<file path="src/sv/tsm_pkg.sv">
// ----------------------------------------------------------------------------
// tsm_pkg: shared types and constants of the touch sample mapper
// burst length, datapath widths, register codes and the queued burst record
// ----------------------------------------------------------------------------
`default_nettype none

package tsm_pkg;

  // burst and sample geometry
  localparam int unsigned BURST_SAMPLES = 16;
  localparam int unsigned DATA_W        = 12;
  localparam int unsigned CNT_W         = $clog2(BURST_SAMPLES);
  localparam logic [CNT_W-1:0] LAST_CNT = CNT_W'(BURST_SAMPLES - 1);
  localparam int unsigned SUM_W         = DATA_W + CNT_W;
  localparam int unsigned LO_W          = 16;
  localparam logic [LO_W-1:0] LO_RESET  = 16'h8000;
  localparam int unsigned EXT_W         = LO_W + 2;
  localparam logic [DATA_W-1:0] PRESSURE_MIN = 12'd300;

  // trimmed mean divide by a constant through a reciprocal multiply
  localparam int unsigned MEAN_DIV    = BURST_SAMPLES - 4;
  localparam int unsigned RECIP_SHIFT = SUM_W;
  localparam int unsigned RECIP_W     = RECIP_SHIFT + 1;
  localparam logic [RECIP_W-1:0] RECIP_M = RECIP_W'((64'd1 << RECIP_SHIFT) / MEAN_DIV);
  localparam logic [SUM_W-1:0] MEAN_DIV_V = SUM_W'(MEAN_DIV);
  localparam int unsigned PROD_W      = SUM_W + RECIP_W;

  // ratio divider, two quotient bits per cycle
  localparam int unsigned DIV_W      = DATA_W;
  localparam int unsigned DIV_STEPS  = 2;
  localparam int unsigned DIV_CYCLES = DIV_W / DIV_STEPS;
  localparam int unsigned DIV_CNT_W  = $clog2(DIV_CYCLES);

  // signed screen coordinates before clamping
  localparam int unsigned POS_W = DATA_W + 2;

  // burst queue between front and back
  localparam int unsigned QUEUE_DEPTH = 2;
  localparam int unsigned QUEUE_PTR_W = $clog2(QUEUE_DEPTH);
  localparam int unsigned QUEUE_CNT_W = $clog2(QUEUE_DEPTH + 1);

  // configuration register indexes
  localparam int unsigned CFG_IDX_W = 3;
  typedef enum logic [CFG_IDX_W-1:0] {
    CFG_CALIBRATE = 3'd0,
    CFG_OFFSET_X  = 3'd1,
    CFG_OFFSET_Y  = 3'd2,
    CFG_RATIO_X   = 3'd3,
    CFG_RATIO_Y   = 3'd4,
    CFG_SCREEN_W  = 3'd5,
    CFG_SCREEN_H  = 3'd6,
    CFG_ROTATION  = 3'd7
  } tsm_cfg_idx_e;

  typedef enum logic [1:0] {
    ROT_PORTRAIT_0    = 2'd0,
    ROT_LANDSCAPE_90  = 2'd1,
    ROT_PORTRAIT_180  = 2'd2,
    ROT_LANDSCAPE_270 = 2'd3
  } tsm_rot_e;

  typedef struct packed {
    logic              calibrate;
    logic [DATA_W-1:0] offset_x;
    logic [DATA_W-1:0] offset_y;
    logic [DATA_W-1:0] ratio_x;
    logic [DATA_W-1:0] ratio_y;
    logic [DATA_W-1:0] screen_w;
    logic [DATA_W-1:0] screen_h;
    tsm_rot_e          rotation;
  } tsm_cfg_t;

  localparam tsm_cfg_t CFG_RESET = '{
    calibrate: 1'b0,
    offset_x:  12'd0,
    offset_y:  12'd0,
    ratio_x:   12'd1,
    ratio_y:   12'd1,
    screen_w:  12'd320,
    screen_h:  12'd240,
    rotation:  ROT_LANDSCAPE_270
  };

  typedef logic [1:0][LO_W-1:0]   tsm_lo_pair_t;
  typedef logic [1:0][DATA_W-1:0] tsm_hi_pair_t;

  // one finished burst: sums and extremes, index 0 is the most extreme
  typedef struct packed {
    logic [SUM_W-1:0] sum_x;
    logic [SUM_W-1:0] sum_y;
    tsm_lo_pair_t     lo_x;
    tsm_lo_pair_t     lo_y;
    tsm_hi_pair_t     hi_x;
    tsm_hi_pair_t     hi_y;
  } tsm_burst_t;

endpackage

`default_nettype wire

</file>
<file path="src/sv/tsm_if.sv">
// ----------------------------------------------------------------------------
// tsm_if: valid/ready channels of the touch sample mapper
// sample channel in, touch point channel out
// ----------------------------------------------------------------------------
`default_nettype none

interface tsm_sample_if;
  import tsm_pkg::*;

  logic              valid;
  logic              ready;
  logic [DATA_W-1:0] sample_pressure;
  logic [DATA_W-1:0] sample_x;
  logic [DATA_W-1:0] sample_y;

  modport source (output valid, output sample_pressure, output sample_x,
                  output sample_y, input ready);
  modport sink   (input valid, input sample_pressure, input sample_x,
                  input sample_y, output ready);
endinterface

interface tsm_touch_if;
  import tsm_pkg::*;

  logic              valid;
  logic              ready;
  logic [DATA_W-1:0] touch_x;
  logic [DATA_W-1:0] touch_y;

  modport source (output valid, output touch_x, output touch_y, input ready);
  modport sink   (input valid, input touch_x, input touch_y, output ready);
endinterface

`default_nettype wire

</file>
<file path="src/sv/tsm_front.sv">
// ----------------------------------------------------------------------------
// tsm_front: burst accumulator
// sums each axis, tracks the two lowest and highest values, flags low pressure
// ----------------------------------------------------------------------------
`default_nettype none

module tsm_front (
  input  logic                clk_i,
  input  logic                rst_ni,
  tsm_sample_if.sink          sample_i,
  output logic                push_o,
  output tsm_pkg::tsm_burst_t entry_o,
  input  logic                space_i
);
  import tsm_pkg::*;

  localparam tsm_burst_t ACC_CLEAR = '{
    sum_x: '0,
    sum_y: '0,
    lo_x:  {2{LO_RESET}},
    lo_y:  {2{LO_RESET}},
    hi_x:  '0,
    hi_y:  '0
  };

  tsm_burst_t       acc_q, acc_d, upd;
  logic [CNT_W-1:0] cnt_q, cnt_d;
  logic             bad_q, bad_d;
  logic             accept, last, good;

  function automatic tsm_lo_pair_t track_lo(input logic [DATA_W-1:0] v,
                                            input tsm_lo_pair_t lo);
    tsm_lo_pair_t    r;
    logic [LO_W-1:0] vw;
    vw = LO_W'(v);
    r  = lo;
    if (vw < lo[0]) begin
      r[1] = lo[0];
      r[0] = vw;
    end else if (vw < lo[1]) begin
      r[1] = vw;
    end
    return r;
  endfunction

  function automatic tsm_hi_pair_t track_hi(input logic [DATA_W-1:0] v,
                                            input tsm_hi_pair_t hi);
    tsm_hi_pair_t r;
    r = hi;
    if (v > hi[0]) begin
      r[1] = hi[0];
      r[0] = v;
    end else if (v > hi[1]) begin
      r[1] = v;
    end
    return r;
  endfunction

  // stall only when the closing beat of a burst finds the queue full
  assign last           = (cnt_q == LAST_CNT);
  assign sample_i.ready = !last || space_i;
  assign accept         = sample_i.valid && sample_i.ready;
  assign good           = (sample_i.sample_pressure > PRESSURE_MIN);

  // accumulator update for a good sample
  always_comb begin
    upd = acc_q;
    if (good) begin
      upd.sum_x = acc_q.sum_x + SUM_W'(sample_i.sample_x);
      upd.sum_y = acc_q.sum_y + SUM_W'(sample_i.sample_y);
      upd.lo_x  = track_lo(sample_i.sample_x, acc_q.lo_x);
      upd.lo_y  = track_lo(sample_i.sample_y, acc_q.lo_y);
      upd.hi_x  = track_hi(sample_i.sample_x, acc_q.hi_x);
      upd.hi_y  = track_hi(sample_i.sample_y, acc_q.hi_y);
    end
  end

  // burst bookkeeping, clear after the closing beat
  always_comb begin
    acc_d = acc_q;
    cnt_d = cnt_q;
    bad_d = bad_q;
    if (accept) begin
      if (last) begin
        acc_d = ACC_CLEAR;
        cnt_d = '0;
        bad_d = 1'b0;
      end else begin
        acc_d = upd;
        cnt_d = cnt_q + 1'b1;
        bad_d = bad_q | !good;
      end
    end
  end

  assign push_o  = accept && last && good && !bad_q;
  assign entry_o = upd;

  always_ff @(posedge clk_i or negedge rst_ni) begin
    if (!rst_ni) begin
      acc_q <= ACC_CLEAR;
      cnt_q <= '0;
      bad_q <= 1'b0;
    end else begin
      acc_q <= acc_d;
      cnt_q <= cnt_d;
      bad_q <= bad_d;
    end
  end

  // a stall can only happen on the closing beat
  a_stall_on_last: assert property (@(posedge clk_i) disable iff (!rst_ni)
    !sample_i.ready |-> (cnt_q == LAST_CNT))
    else $error("front stalled outside the closing beat");

endmodule

`default_nettype wire

</file>
<file path="src/sv/tsm_queue.sv">
// ----------------------------------------------------------------------------
// tsm_queue: short burst queue
// holds finished bursts between the accumulator and the mapping sequencer
// ----------------------------------------------------------------------------
`default_nettype none

module tsm_queue (
  input  logic                clk_i,
  input  logic                rst_ni,
  input  logic                push_i,
  input  tsm_pkg::tsm_burst_t entry_i,
  output logic                space_o,
  output logic                valid_o,
  output tsm_pkg::tsm_burst_t head_o,
  input  logic                pop_i
);
  import tsm_pkg::*;

  tsm_burst_t             slot_q [QUEUE_DEPTH];
  logic [QUEUE_PTR_W-1:0] wr_ptr_q, rd_ptr_q;
  logic [QUEUE_CNT_W-1:0] count_q;

  function automatic logic [QUEUE_PTR_W-1:0] next_ptr(input logic [QUEUE_PTR_W-1:0] p);
    return (p == QUEUE_PTR_W'(QUEUE_DEPTH - 1)) ? '0 : p + 1'b1;
  endfunction

  assign space_o = (count_q < QUEUE_CNT_W'(QUEUE_DEPTH));
  assign valid_o = (count_q != '0);
  assign head_o  = slot_q[rd_ptr_q];

  // pointers and fill count
  always_ff @(posedge clk_i or negedge rst_ni) begin
    if (!rst_ni) begin
      wr_ptr_q <= '0;
      rd_ptr_q <= '0;
      count_q  <= '0;
    end else begin
      if (push_i) wr_ptr_q <= next_ptr(wr_ptr_q);
      if (pop_i)  rd_ptr_q <= next_ptr(rd_ptr_q);
      case ({push_i, pop_i})
        2'b10:   count_q <= count_q + 1'b1;
        2'b01:   count_q <= count_q - 1'b1;
        default: count_q <= count_q;
      endcase
    end
  end

  // entry storage
  always_ff @(posedge clk_i) begin
    if (push_i) slot_q[wr_ptr_q] <= entry_i;
  end

  a_no_overflow: assert property (@(posedge clk_i) disable iff (!rst_ni)
    push_i |-> (count_q < QUEUE_CNT_W'(QUEUE_DEPTH)))
    else $error("burst queue overflow");

  a_no_underflow: assert property (@(posedge clk_i) disable iff (!rst_ni)
    pop_i |-> (count_q != '0))
    else $error("burst queue underflow");

endmodule

`default_nettype wire

</file>
<file path="src/sv/tsm_div.sv">
// ----------------------------------------------------------------------------
// tsm_div: iterative unsigned divider
// restoring division, two quotient bits per cycle
// ----------------------------------------------------------------------------
`default_nettype none

module tsm_div (
  input  logic                       clk_i,
  input  logic                       rst_ni,
  input  logic                       start_i,
  input  logic [tsm_pkg::DIV_W-1:0]  dividend_i,
  input  logic [tsm_pkg::DIV_W-1:0]  divisor_i,
  output logic                       done_o,
  output logic [tsm_pkg::DIV_W-1:0]  quotient_o
);
  import tsm_pkg::*;

  logic [DIV_W-1:0]     rem_q, rem_d, quo_q, quo_d, div_q;
  logic [DIV_CNT_W-1:0] cnt_q;
  logic                 busy_q, done_q;

  // two restoring steps per cycle
  always_comb begin
    logic [DIV_W:0]   t;
    logic [DIV_W-1:0] r, q;
    r = rem_q;
    q = quo_q;
    t = '0;
    for (int i = 0; i < DIV_STEPS; i++) begin
      t = {r, q[DIV_W-1]};
      q = {q[DIV_W-2:0], 1'b0};
      if (t >= {1'b0, div_q}) begin
        t    = t - {1'b0, div_q};
        q[0] = 1'b1;
      end
      r = t[DIV_W-1:0];
    end
    rem_d = r;
    quo_d = q;
  end

  always_ff @(posedge clk_i or negedge rst_ni) begin
    if (!rst_ni) begin
      rem_q  <= '0;
      quo_q  <= '0;
      div_q  <= '0;
      cnt_q  <= '0;
      busy_q <= 1'b0;
      done_q <= 1'b0;
    end else if (start_i) begin
      rem_q  <= '0;
      quo_q  <= dividend_i;
      div_q  <= divisor_i;
      cnt_q  <= '0;
      busy_q <= 1'b1;
      done_q <= 1'b0;
    end else if (busy_q) begin
      rem_q <= rem_d;
      quo_q <= quo_d;
      if (cnt_q == DIV_CNT_W'(DIV_CYCLES - 1)) begin
        busy_q <= 1'b0;
        done_q <= 1'b1;
      end else begin
        cnt_q <= cnt_q + 1'b1;
      end
    end
  end

  assign done_o     = done_q;
  assign quotient_o = quo_q;

endmodule

`default_nettype wire

</file>
<file path="src/sv/tsm_back.sv">
// ----------------------------------------------------------------------------
// tsm_back: mapping sequencer
// trimmed mean, then unless calibrating offset and ratio scaling, rotation and clamping per burst
// ----------------------------------------------------------------------------
`default_nettype none

module tsm_back (
  input  logic                clk_i,
  input  logic                rst_ni,
  input  logic                q_valid_i,
  input  tsm_pkg::tsm_burst_t head_i,
  output logic                pop_o,
  input  tsm_pkg::tsm_cfg_t   cfg_i,
  tsm_touch_if.source         touch_o
);
  import tsm_pkg::*;

  localparam int unsigned CMP_W = (SUM_W > EXT_W) ? SUM_W : EXT_W;

  typedef enum logic [3:0] {
    ST_IDLE, ST_EXT, ST_REST, ST_MUL, ST_CORR, ST_MEAN,
    ST_SETUP, ST_DIV, ST_MAP, ST_EMIT
  } state_e;

  state_e            state_q;
  tsm_burst_t        burst_q;
  logic [EXT_W-1:0]  ext_x_q, ext_y_q;
  logic [SUM_W-1:0]  rest_x_q, rest_y_q, q0_x_q, q0_y_q, rem_x_q, rem_y_q;
  logic [PROD_W-1:0] prod_x_q, prod_y_q;
  logic [DATA_W-1:0] mean_x_q, mean_y_q, res_x_q, res_y_q;
  logic              neg_x_q, neg_y_q;
  logic              out_valid_q;
  logic [DATA_W-1:0] out_x_q, out_y_q;

  logic                     slot_free, div_start, div_done_x, div_done_y;
  logic [DIV_W-1:0]         quo_x, quo_y, mag_x, mag_y, dsr_x, dsr_y;
  logic signed [POS_W-1:0]  diff_x, diff_y, rx, ry, w, h, tx, ty, lim_x, lim_y;
  logic [DATA_W-1:0]        map_x, map_y;

  function automatic logic [EXT_W-1:0] ext_sum(input tsm_lo_pair_t lo,
                                               input tsm_hi_pair_t hi);
    return EXT_W'(lo[0]) + EXT_W'(lo[1]) + EXT_W'(hi[0]) + EXT_W'(hi[1]);
  endfunction

  function automatic logic [SUM_W-1:0] trim(input logic [SUM_W-1:0] sum,
                                            input logic [EXT_W-1:0] ext);
    logic [CMP_W-1:0] s, e;
    s = CMP_W'(sum);
    e = CMP_W'(ext);
    return (s >= e) ? SUM_W'(s - e) : '0;
  endfunction

  function automatic logic [SUM_W-1:0] q0_of(input logic [PROD_W-1:0] p);
    return SUM_W'(p >> RECIP_SHIFT);
  endfunction

  function automatic logic [DATA_W-1:0] mean_of(input logic [SUM_W-1:0] q0,
                                                input logic [SUM_W-1:0] rem);
    logic [SUM_W-1:0] q;
    q = (rem >= MEAN_DIV_V) ? q0 + 1'b1 : q0;
    return q[DATA_W-1:0];
  endfunction

  function automatic logic [DATA_W-1:0] clamp_to(input logic signed [POS_W-1:0] v,
                                                 input logic signed [POS_W-1:0] lim);
    logic [DATA_W-1:0] r;
    if (v > lim)                  r = lim[DATA_W-1:0];
    else if (v < $signed(POS_W'(0))) r = '0;
    else                          r = v[DATA_W-1:0];
    return r;
  endfunction

  assign pop_o     = (state_q == ST_IDLE) && q_valid_i;
  assign slot_free = !out_valid_q || touch_o.ready;

  // signed offset removal, magnitude goes to the dividers
  assign diff_x = POS_W'(mean_x_q) - POS_W'(cfg_i.offset_x);
  assign diff_y = POS_W'(mean_y_q) - POS_W'(cfg_i.offset_y);

  always_comb begin
    logic signed [POS_W-1:0] ax, ay;
    ax    = diff_x[POS_W-1] ? -diff_x : diff_x;
    ay    = diff_y[POS_W-1] ? -diff_y : diff_y;
    mag_x = ax[DIV_W-1:0];
    mag_y = ay[DIV_W-1:0];
  end

  // a zero ratio divides by one
  assign dsr_x     = (cfg_i.ratio_x == '0) ? DIV_W'(1) : cfg_i.ratio_x;
  assign dsr_y     = (cfg_i.ratio_y == '0) ? DIV_W'(1) : cfg_i.ratio_y;
  assign div_start = (state_q == ST_SETUP) && !cfg_i.calibrate;

  tsm_div u_div_x (
    .clk_i      (clk_i),
    .rst_ni     (rst_ni),
    .start_i    (div_start),
    .dividend_i (mag_x),
    .divisor_i  (dsr_x),
    .done_o     (div_done_x),
    .quotient_o (quo_x)
  );

  tsm_div u_div_y (
    .clk_i      (clk_i),
    .rst_ni     (rst_ni),
    .start_i    (div_start),
    .dividend_i (mag_y),
    .divisor_i  (dsr_y),
    .done_o     (div_done_y),
    .quotient_o (quo_y)
  );

  // sign restore, rotation and clamping
  always_comb begin
    logic signed [POS_W-1:0] qx, qy;
    qx = POS_W'(quo_x);
    qy = POS_W'(quo_y);
    rx = neg_x_q ? -qx : qx;
    ry = neg_y_q ? -qy : qy;
    w  = POS_W'(cfg_i.screen_w);
    h  = POS_W'(cfg_i.screen_h);
    unique case (cfg_i.rotation)
      ROT_PORTRAIT_0: begin
        tx = ry;
        ty = w - rx;
      end
      ROT_LANDSCAPE_90: begin
        tx = w - rx;
        ty = h - ry;
      end
      ROT_PORTRAIT_180: begin
        tx = h - ry;
        ty = rx;
      end
      ROT_LANDSCAPE_270: begin
        tx = rx;
        ty = ry;
      end
      default: begin
        tx = rx;
        ty = ry;
      end
    endcase
    lim_x = cfg_i.rotation[0] ? w : h;
    lim_y = cfg_i.rotation[0] ? h : w;
    map_x = clamp_to(tx, lim_x);
    map_y = clamp_to(ty, lim_y);
  end

  // sequencer and output register
  always_ff @(posedge clk_i or negedge rst_ni) begin
    if (!rst_ni) begin
      state_q     <= ST_IDLE;
      out_valid_q <= 1'b0;
      out_x_q     <= '0;
      out_y_q     <= '0;
    end else begin
      // load a finished point, or drop the beat once it is taken
      if ((state_q == ST_EMIT) && slot_free) begin
        out_valid_q <= 1'b1;
        out_x_q     <= res_x_q;
        out_y_q     <= res_y_q;
      end else if (touch_o.ready) begin
        out_valid_q <= 1'b0;
      end
      unique case (state_q)
        ST_IDLE:  if (q_valid_i) state_q <= ST_EXT;
        ST_EXT:   state_q <= ST_REST;
        ST_REST:  state_q <= ST_MUL;
        ST_MUL:   state_q <= ST_CORR;
        ST_CORR:  state_q <= ST_MEAN;
        ST_MEAN:  state_q <= ST_SETUP;
        ST_SETUP: state_q <= cfg_i.calibrate ? ST_EMIT : ST_DIV;
        ST_DIV:   if (div_done_x && div_done_y) state_q <= ST_MAP;
        ST_MAP:   state_q <= ST_EMIT;
        ST_EMIT:  if (slot_free) state_q <= ST_IDLE;
        default:  state_q <= ST_IDLE;
      endcase
    end
  end

  // datapath registers
  always_ff @(posedge clk_i) begin
    unique case (state_q)
      ST_IDLE: burst_q <= head_i;
      ST_EXT: begin
        ext_x_q <= ext_sum(burst_q.lo_x, burst_q.hi_x);
        ext_y_q <= ext_sum(burst_q.lo_y, burst_q.hi_y);
      end
      ST_REST: begin
        rest_x_q <= trim(burst_q.sum_x, ext_x_q);
        rest_y_q <= trim(burst_q.sum_y, ext_y_q);
      end
      ST_MUL: begin
        prod_x_q <= PROD_W'(rest_x_q) * PROD_W'(RECIP_M);
        prod_y_q <= PROD_W'(rest_y_q) * PROD_W'(RECIP_M);
      end
      ST_CORR: begin
        q0_x_q  <= q0_of(prod_x_q);
        q0_y_q  <= q0_of(prod_y_q);
        rem_x_q <= rest_x_q - q0_of(prod_x_q) * MEAN_DIV_V;
        rem_y_q <= rest_y_q - q0_of(prod_y_q) * MEAN_DIV_V;
      end
      ST_MEAN: begin
        mean_x_q <= mean_of(q0_x_q, rem_x_q);
        mean_y_q <= mean_of(q0_y_q, rem_y_q);
      end
      ST_SETUP: begin
        neg_x_q <= diff_x[POS_W-1];
        neg_y_q <= diff_y[POS_W-1];
        res_x_q <= mean_x_q;
        res_y_q <= mean_y_q;
      end
      ST_MAP: begin
        res_x_q <= map_x;
        res_y_q <= map_y;
      end
      default: ;
    endcase
  end

  assign touch_o.valid   = out_valid_q;
  assign touch_o.touch_x = out_x_q;
  assign touch_o.touch_y = out_y_q;

  a_div_lockstep: assert property (@(posedge clk_i) disable iff (!rst_ni)
    div_done_x == div_done_y)
    else $error("axis dividers out of step");

  a_emit_loads: assert property (@(posedge clk_i) disable iff (!rst_ni)
    (state_q == ST_EMIT && slot_free) |=> out_valid_q)
    else $error("result not loaded into output register");

endmodule

`default_nettype wire

</file>
<file path="src/sv/touch_sample_trimmed_mean_mapper.sv">
// ----------------------------------------------------------------------------
// touch_sample_trimmed_mean_mapper: touch burst filter and screen mapper
// trimmed mean of each good burst, then unless calibrating offset, ratio, rotation and clamping
// ----------------------------------------------------------------------------
//
//   channel    dir   handshake      beat payload
//   sample_i   in    valid/ready    sample_pressure, sample_x, sample_y
//   touch_o    out   valid/ready    touch_x, touch_y
//   cfg        in    cfg_we_i       cfg_idx_i, cfg_wdata_i (no read-back)
//
// the accumulator takes one sample beat per cycle unless stalled; one burst is
// BURST_SAMPLES beats and yields at most one touch beat
// the mapping sequencer takes a new burst only once it has emitted the last,
// mostly waiting on the ratio divider; a two-entry queue decouples it from the front
// the front stalls only on the closing beat of a burst while the queue is full
// reset clears the accumulator, queue count and sequencer state and loads the register defaults; no sweep
//
`default_nettype none

module touch_sample_trimmed_mean_mapper (
  input  logic                           clk_i,
  input  logic                           rst_ni,
  tsm_sample_if.sink                     sample_i,
  tsm_touch_if.source                    touch_o,
  input  logic                           cfg_we_i,
  input  logic [tsm_pkg::CFG_IDX_W-1:0]  cfg_idx_i,
  input  logic [tsm_pkg::DATA_W-1:0]     cfg_wdata_i
);
  import tsm_pkg::*;

  tsm_cfg_t   cfg_q;
  tsm_burst_t entry, head;
  logic       push, space, q_valid, pop;

  // configuration registers
  always_ff @(posedge clk_i or negedge rst_ni) begin
    if (!rst_ni) begin
      cfg_q <= CFG_RESET;
    end else if (cfg_we_i) begin
      unique case (tsm_cfg_idx_e'(cfg_idx_i))
        CFG_CALIBRATE: cfg_q.calibrate <= cfg_wdata_i[0];
        CFG_OFFSET_X:  cfg_q.offset_x  <= cfg_wdata_i;
        CFG_OFFSET_Y:  cfg_q.offset_y  <= cfg_wdata_i;
        CFG_RATIO_X:   cfg_q.ratio_x   <= cfg_wdata_i;
        CFG_RATIO_Y:   cfg_q.ratio_y   <= cfg_wdata_i;
        CFG_SCREEN_W:  cfg_q.screen_w  <= cfg_wdata_i;
        CFG_SCREEN_H:  cfg_q.screen_h  <= cfg_wdata_i;
        CFG_ROTATION:  cfg_q.rotation  <= tsm_rot_e'(cfg_wdata_i[1:0]);
        default:       cfg_q <= cfg_q;
      endcase
    end
  end

  // burst accumulator
  tsm_front u_front (
    .clk_i    (clk_i),
    .rst_ni   (rst_ni),
    .sample_i (sample_i),
    .push_o   (push),
    .entry_o  (entry),
    .space_i  (space)
  );

  // finished burst queue
  tsm_queue u_queue (
    .clk_i   (clk_i),
    .rst_ni  (rst_ni),
    .push_i  (push),
    .entry_i (entry),
    .space_o (space),
    .valid_o (q_valid),
    .head_o  (head),
    .pop_i   (pop)
  );

  // mapping sequencer
  tsm_back u_back (
    .clk_i     (clk_i),
    .rst_ni    (rst_ni),
    .q_valid_i (q_valid),
    .head_i    (head),
    .pop_o     (pop),
    .cfg_i     (cfg_q),
    .touch_o   (touch_o)
  );

endmodule

`default_nettype wire

</file>
<file path="src/flat_wrapper.sv">
// flat-port wrapper written by rule: the top's interface ports become plain ports
module touch_sample_trimmed_mean_mapper_flat import tsm_pkg::*;
  (clk_i, rst_ni, cfg_we_i, cfg_idx_i, cfg_wdata_i, sample_i_valid, sample_i_sample_pressure, sample_i_sample_x, sample_i_sample_y, sample_i_ready, touch_o_valid, touch_o_touch_x, touch_o_touch_y, touch_o_ready);
  tsm_sample_if sample_i_i ();
  tsm_touch_if touch_o_i ();
  input  logic clk_i;
  input  logic rst_ni;
  input  logic cfg_we_i;
  input  logic [tsm_pkg::CFG_IDX_W-1:0] cfg_idx_i;
  input  logic [tsm_pkg::DATA_W-1:0] cfg_wdata_i;
  input wire logic [$bits(sample_i_i.valid)-1:0] sample_i_valid;
  input wire logic [$bits(sample_i_i.sample_pressure)-1:0] sample_i_sample_pressure;
  input wire logic [$bits(sample_i_i.sample_x)-1:0] sample_i_sample_x;
  input wire logic [$bits(sample_i_i.sample_y)-1:0] sample_i_sample_y;
  output wire logic [$bits(sample_i_i.ready)-1:0] sample_i_ready;
  output wire logic [$bits(touch_o_i.valid)-1:0] touch_o_valid;
  output wire logic [$bits(touch_o_i.touch_x)-1:0] touch_o_touch_x;
  output wire logic [$bits(touch_o_i.touch_y)-1:0] touch_o_touch_y;
  input wire logic [$bits(touch_o_i.ready)-1:0] touch_o_ready;
  assign sample_i_i.valid = sample_i_valid;
  assign sample_i_i.sample_pressure = sample_i_sample_pressure;
  assign sample_i_i.sample_x = sample_i_sample_x;
  assign sample_i_i.sample_y = sample_i_sample_y;
  assign sample_i_ready = sample_i_i.ready;
  assign touch_o_valid = touch_o_i.valid;
  assign touch_o_touch_x = touch_o_i.touch_x;
  assign touch_o_touch_y = touch_o_i.touch_y;
  assign touch_o_i.ready = touch_o_ready;
  touch_sample_trimmed_mean_mapper u_core (.clk_i(clk_i), .rst_ni(rst_ni), .sample_i(sample_i_i), .touch_o(touch_o_i), .cfg_we_i(cfg_we_i), .cfg_idx_i(cfg_idx_i), .cfg_wdata_i(cfg_wdata_i));
endmodule
</file>
<file path="config.mk">
export PLATFORM = sky130hd
export DESIGN_NAME = touch_sample_trimmed_mean_mapper_flat
export DESIGN_NICKNAME = d
export VERILOG_FILES = /design/src/sv/tsm_pkg.sv /design/src/sv/tsm_if.sv /design/src/sv/tsm_front.sv /design/src/sv/tsm_queue.sv /design/src/sv/tsm_div.sv /design/src/sv/tsm_back.sv /design/src/sv/touch_sample_trimmed_mean_mapper.sv /design/src/flat_wrapper.sv
export SDC_FILE = /design/constraint.sdc
export NUM_CORES = 2
export LEC_CHECK = 0
export BUFFER_PORTS_ARGS = -buffer_cell sky130_fd_sc_hd__buf_2
export CAP_MARGIN = 0
export CORE_ASPECT_RATIO = 0.5
export CORE_UTILIZATION = 30
export CTS_CLUSTER_DIAMETER = 40
export DETAILED_ROUTE_END_ITERATION = 10
export PLACE_DENSITY_LB_ADDON = 0.05
export SYNTH_ARGS = -nofsm -noshare
export SYNTH_HDL_FRONTEND = slang
export SYNTH_HIERARCHICAL = 1
export SYNTH_SLANG_ARGS = --single-unit
export TNS_END_PERCENT = 20
</file>
<file path="constraint.sdc">
create_clock -name clk_i -period 15.9 [get_ports clk_i]
set_input_delay 4.77 -clock clk_i [delete_from_list [all_inputs] [get_ports clk_i]]
set_output_delay 4.77 -clock clk_i [all_outputs]
set_load 0.02 [all_outputs]
</file>
==> reports/metrics.yaml <==
synthesis:
  ys_seq_area_frac: 0.4520
  synth_top_family_by_area: "adder cells"
  synthAdderAreaFrac: 0.1708
  yosys_warnings: 6
  synth_area_per_cell_um2: 11.43
  synth_compound_area_frac: 0.1293
  synth-simple-area-share: 0.08937
  synth_top_area_share: 0.3116
  ys_ff_latch: 967
  synth.distinct_cells: 100
  synthCells: 5294
  synth_edf_count: 628
  synthArstFlopShare: 0.3506
  synth_area_leaders: "edfxtp_1, dfrtp_1, ha_1, fa_1, mux2_2"
  synth_ff_type: "edfxtp_1"
  yosysTopAreaCell: "edfxtp_1"
  muxShareOfSynthArea: 0.07178
  synthesis.area_um2: 60520
  synth_xor_area_frac: 0.03820
  syn_nets: 6066
critical_path:
  cp.required_ns: 16.43
  crit_family: "compound AO/OA/AOI/OAI gates"
  critPathLaunch: "sample_i_sample_x[1]"
  crit_path_max_incr_delay_ns: 0.61
  crit-reg2reg-launch: "u_core/u_back/u_div_x/quotient_o[0]"
  path_max_fanout: 15
  critical-path-slowest-cell: "a2111oi_0"
  cp_cell_sequence: "buf_2 > ha_1 > nand2b_1 > o221ai_1 > a2111oi_0 > o21a_1 > a31oi_1 > or2_0 > and2_1"
  cp-end-kind: "flop"
  critPathBufInv: 1
  cp-start-kind: "input port"
  critPathKind: "input port to flop"
  cp_data_arrival_time_ns: 7.93
clock_network:
  cts_hold_buf: 0
  cts_sinks: 967
  cts_setup_buffers: 0
  cts_max_level: 4
  path_clk_slew_ns: 0.06
  cts_resized: 0
  cts_tree: "done"
  cts_inserted_buffers: 150
  max-clock-path-buffers: 4
  root_buffer: "clkbuf_16"
  clock_latency_ns: 0.80
final_layout:
  mostFrequentLayoutCells: "edfxtp_1, ha_1, inv_1, dfrtp_1, nand2_1"
  final_net_count: 6145
  final_common_cell: "edfxtp_1"
  areaGrowthSynthToFinish_pct: 13.67
  drive_gt1_frac: 0.1370
die:
  row_count: 116
  ioPinCount: 82
  die_h_um: 319.6
  core_um2: 200300
  initial_core_util: 0.3022
  die_x_um: 637.2
  dieArea_um2: 203700
routing:
  drt_first_pass_iters: 5
  vias: 40100
  wl_per_cell_um: 21.29
  drt_wl_total_um: 173500
  drc: 0
  detail-route-antenna-nets: 0
  vias_per_cell: 4.921
  dr.first_iter.drc_count: 2554
hold_path:
  worst_hold_path_type: "flop to flop"
  min_from: "u_core/u_back/res_x_q[7]"
outcome:
  status: "finished clean"
timing:
  tns_ns: 0
  setup_viol: 0
  grt_setup_unrepaired: "false"
  fin_worst_skew_ns: 0.06791
  maxSlewViolCount: 0
  clock.fmax_mhz: 135.1
  period_needed_ns: 7.400
  worstMarginPinSlew_ns: 1.243
  hold_violations: 0
  finalCritPeriodShare: 0.4654
  slew_headroom: 0.1711
placement:
  port_buffers: 81
  place.gp.congestion: 0.8398
  dp_hpwl_um: 127200
global_routing:
  grt_pass1_wl_um: 260500
  grt_max_degree: 146
  grt_pass1_vias: 40840
  grt_antenna_before_repair: 11
  overflow: 0
  grt_use_total: 0.1678
job:
  cap_viol_max_count: 0
## sequential cells by signal, indices dropped and copies added, names as in the netlist, 16 cells and up
register                cells
u_core/u_back/rest_y_q     16
u_core/cfg_q               75
u_core/u_back/ext_x_q      18
u_core/u_back/rest_x_q     16
u_core/u_queue/slot_q     288
u_core/u_front/acc_q      144
u_core/u_back/ext_y_q      18
u_core/u_back/burst_q     144
## cells in the mapped netlist (14+ instances only)
cell and n:
a211oi_1 61, a21o_1 86, a21oi_1 230, a221o_1 30, a22o_1 100, a22oi_1 15, a31oi_1 23, and2_1 48
and3_1 22, buf_1 24, buf_2 27, buf_6 22, clkbuf_1 118, dfrtp_1 325, dfstp_2 14, edfxtp_1 628
fa_1 184, ha_1 532, inv_1 523, mux2_1 15, mux2_2 229, mux2_4 51, mux2i_1 83, nand2_1 318
nand2b_1 44, nand3_1 67, nand4_1 39, nor2_1 273, nor2b_1 63, nor3_1 94, nor4_1 28, o211ai_1 23
o21a_1 67, o21ai_0 178, o21ai_1 82, o21bai_1 19, o221ai_1 19, o31a_1 17, o31ai_1 40, or2_2 22
or3_1 23, xnor2_1 175, xor2_1 89
## metrics by stage
step | util | instance area, um2 | hold slack, ns | std cells | worst slack (ns)
5_1_grt | 0.3434 | 68780 | 0.4694 | 8140 | 8.313
3_5_place_dp | 0.3183 | 63750 | 0.4666 | 7876 | 7.785
2_1_floorplan | - | 60530 | 0.4405 | 5294 | 3.246
4_1_cts | 0.3433 | 68770 | 0.4536 | 8138 | 8.617
6_report | 0.3435 | 68800 | 0.4490 | 8149 | 8.500
3_3_place_gp | 0.3183 | 63750 | 0.4563 | 7876 | 7.867
## cells by family after synthesis
logic type / Yosys count
muxes: 378
xor gates and xnor gates: 264
adders and majority gates: 716
and+or+nand+nor: 1110
AOI/OAI and AO/OA: 1137
DFF: 967
buffers and inverters: 722
## worst paths after layout
kind | endpoint | slack, ns | cells past startpoint
setup reg to reg | u_core/u_back/res_y_q[7] | 9.18 | 24
setup / recovery | u_core/u_queue/slot_q[1][104] | 8.50 | 9
hold reg to reg | u_core/u_back/touch_o.touch_x[7] | 0.45 | 1
hold / removal | u_core/u_back/touch_o.touch_x[7] | 0.45 | 1
max in group asynchronous | u_core/u_back/touch_o.touch_y[11] | 9.88 | 3
min in group asynchronous | u_core/u_front/acc_q[135] | 3.93 | 1
## area by class of cell
cell class,count,area [um2]
clock buffer,171,3988
clock inverter,91,1025
tap,2655,3322
multi-input combinational,3605,30340
antenna,11,27.53
sequential,967,27360
inverter,525,1971
fill,19880,131500
timing repair buffer,124,763.2
## metal layers
layer | wire length [um] | global-route usage | vias to the layer above
met5 | 8 | 0 | -
met4 | 3662 | 0.03909 | 2
met3 | 7927 | 0.02946 | 227
met2 | 71330 | 0.2448 | 797
met1 | 90540 | 0.2551 | 19690
li1 | - | - | 19390
## worst reg2reg max path: cells and delay by family (launching register included)
| kind | cells | cell delay [ns] |
|---|---|---|
| AND/OR/NAND/NOR | 11 | 2.98 |
| AO/OA/AOI/OAI | 6 | 1.75 |
| adder cells (fa/ha/maj) | 3 | 0.74 |
| flip-flops | 1 | 0.45 |
| XOR/XNOR | 2 | 0.26 |
| buffers and inverters | 2 | 0.21 |
Power is not shown: default switching activity piles up to over one toggle a cycle in this logic, so the estimate is an artifact.
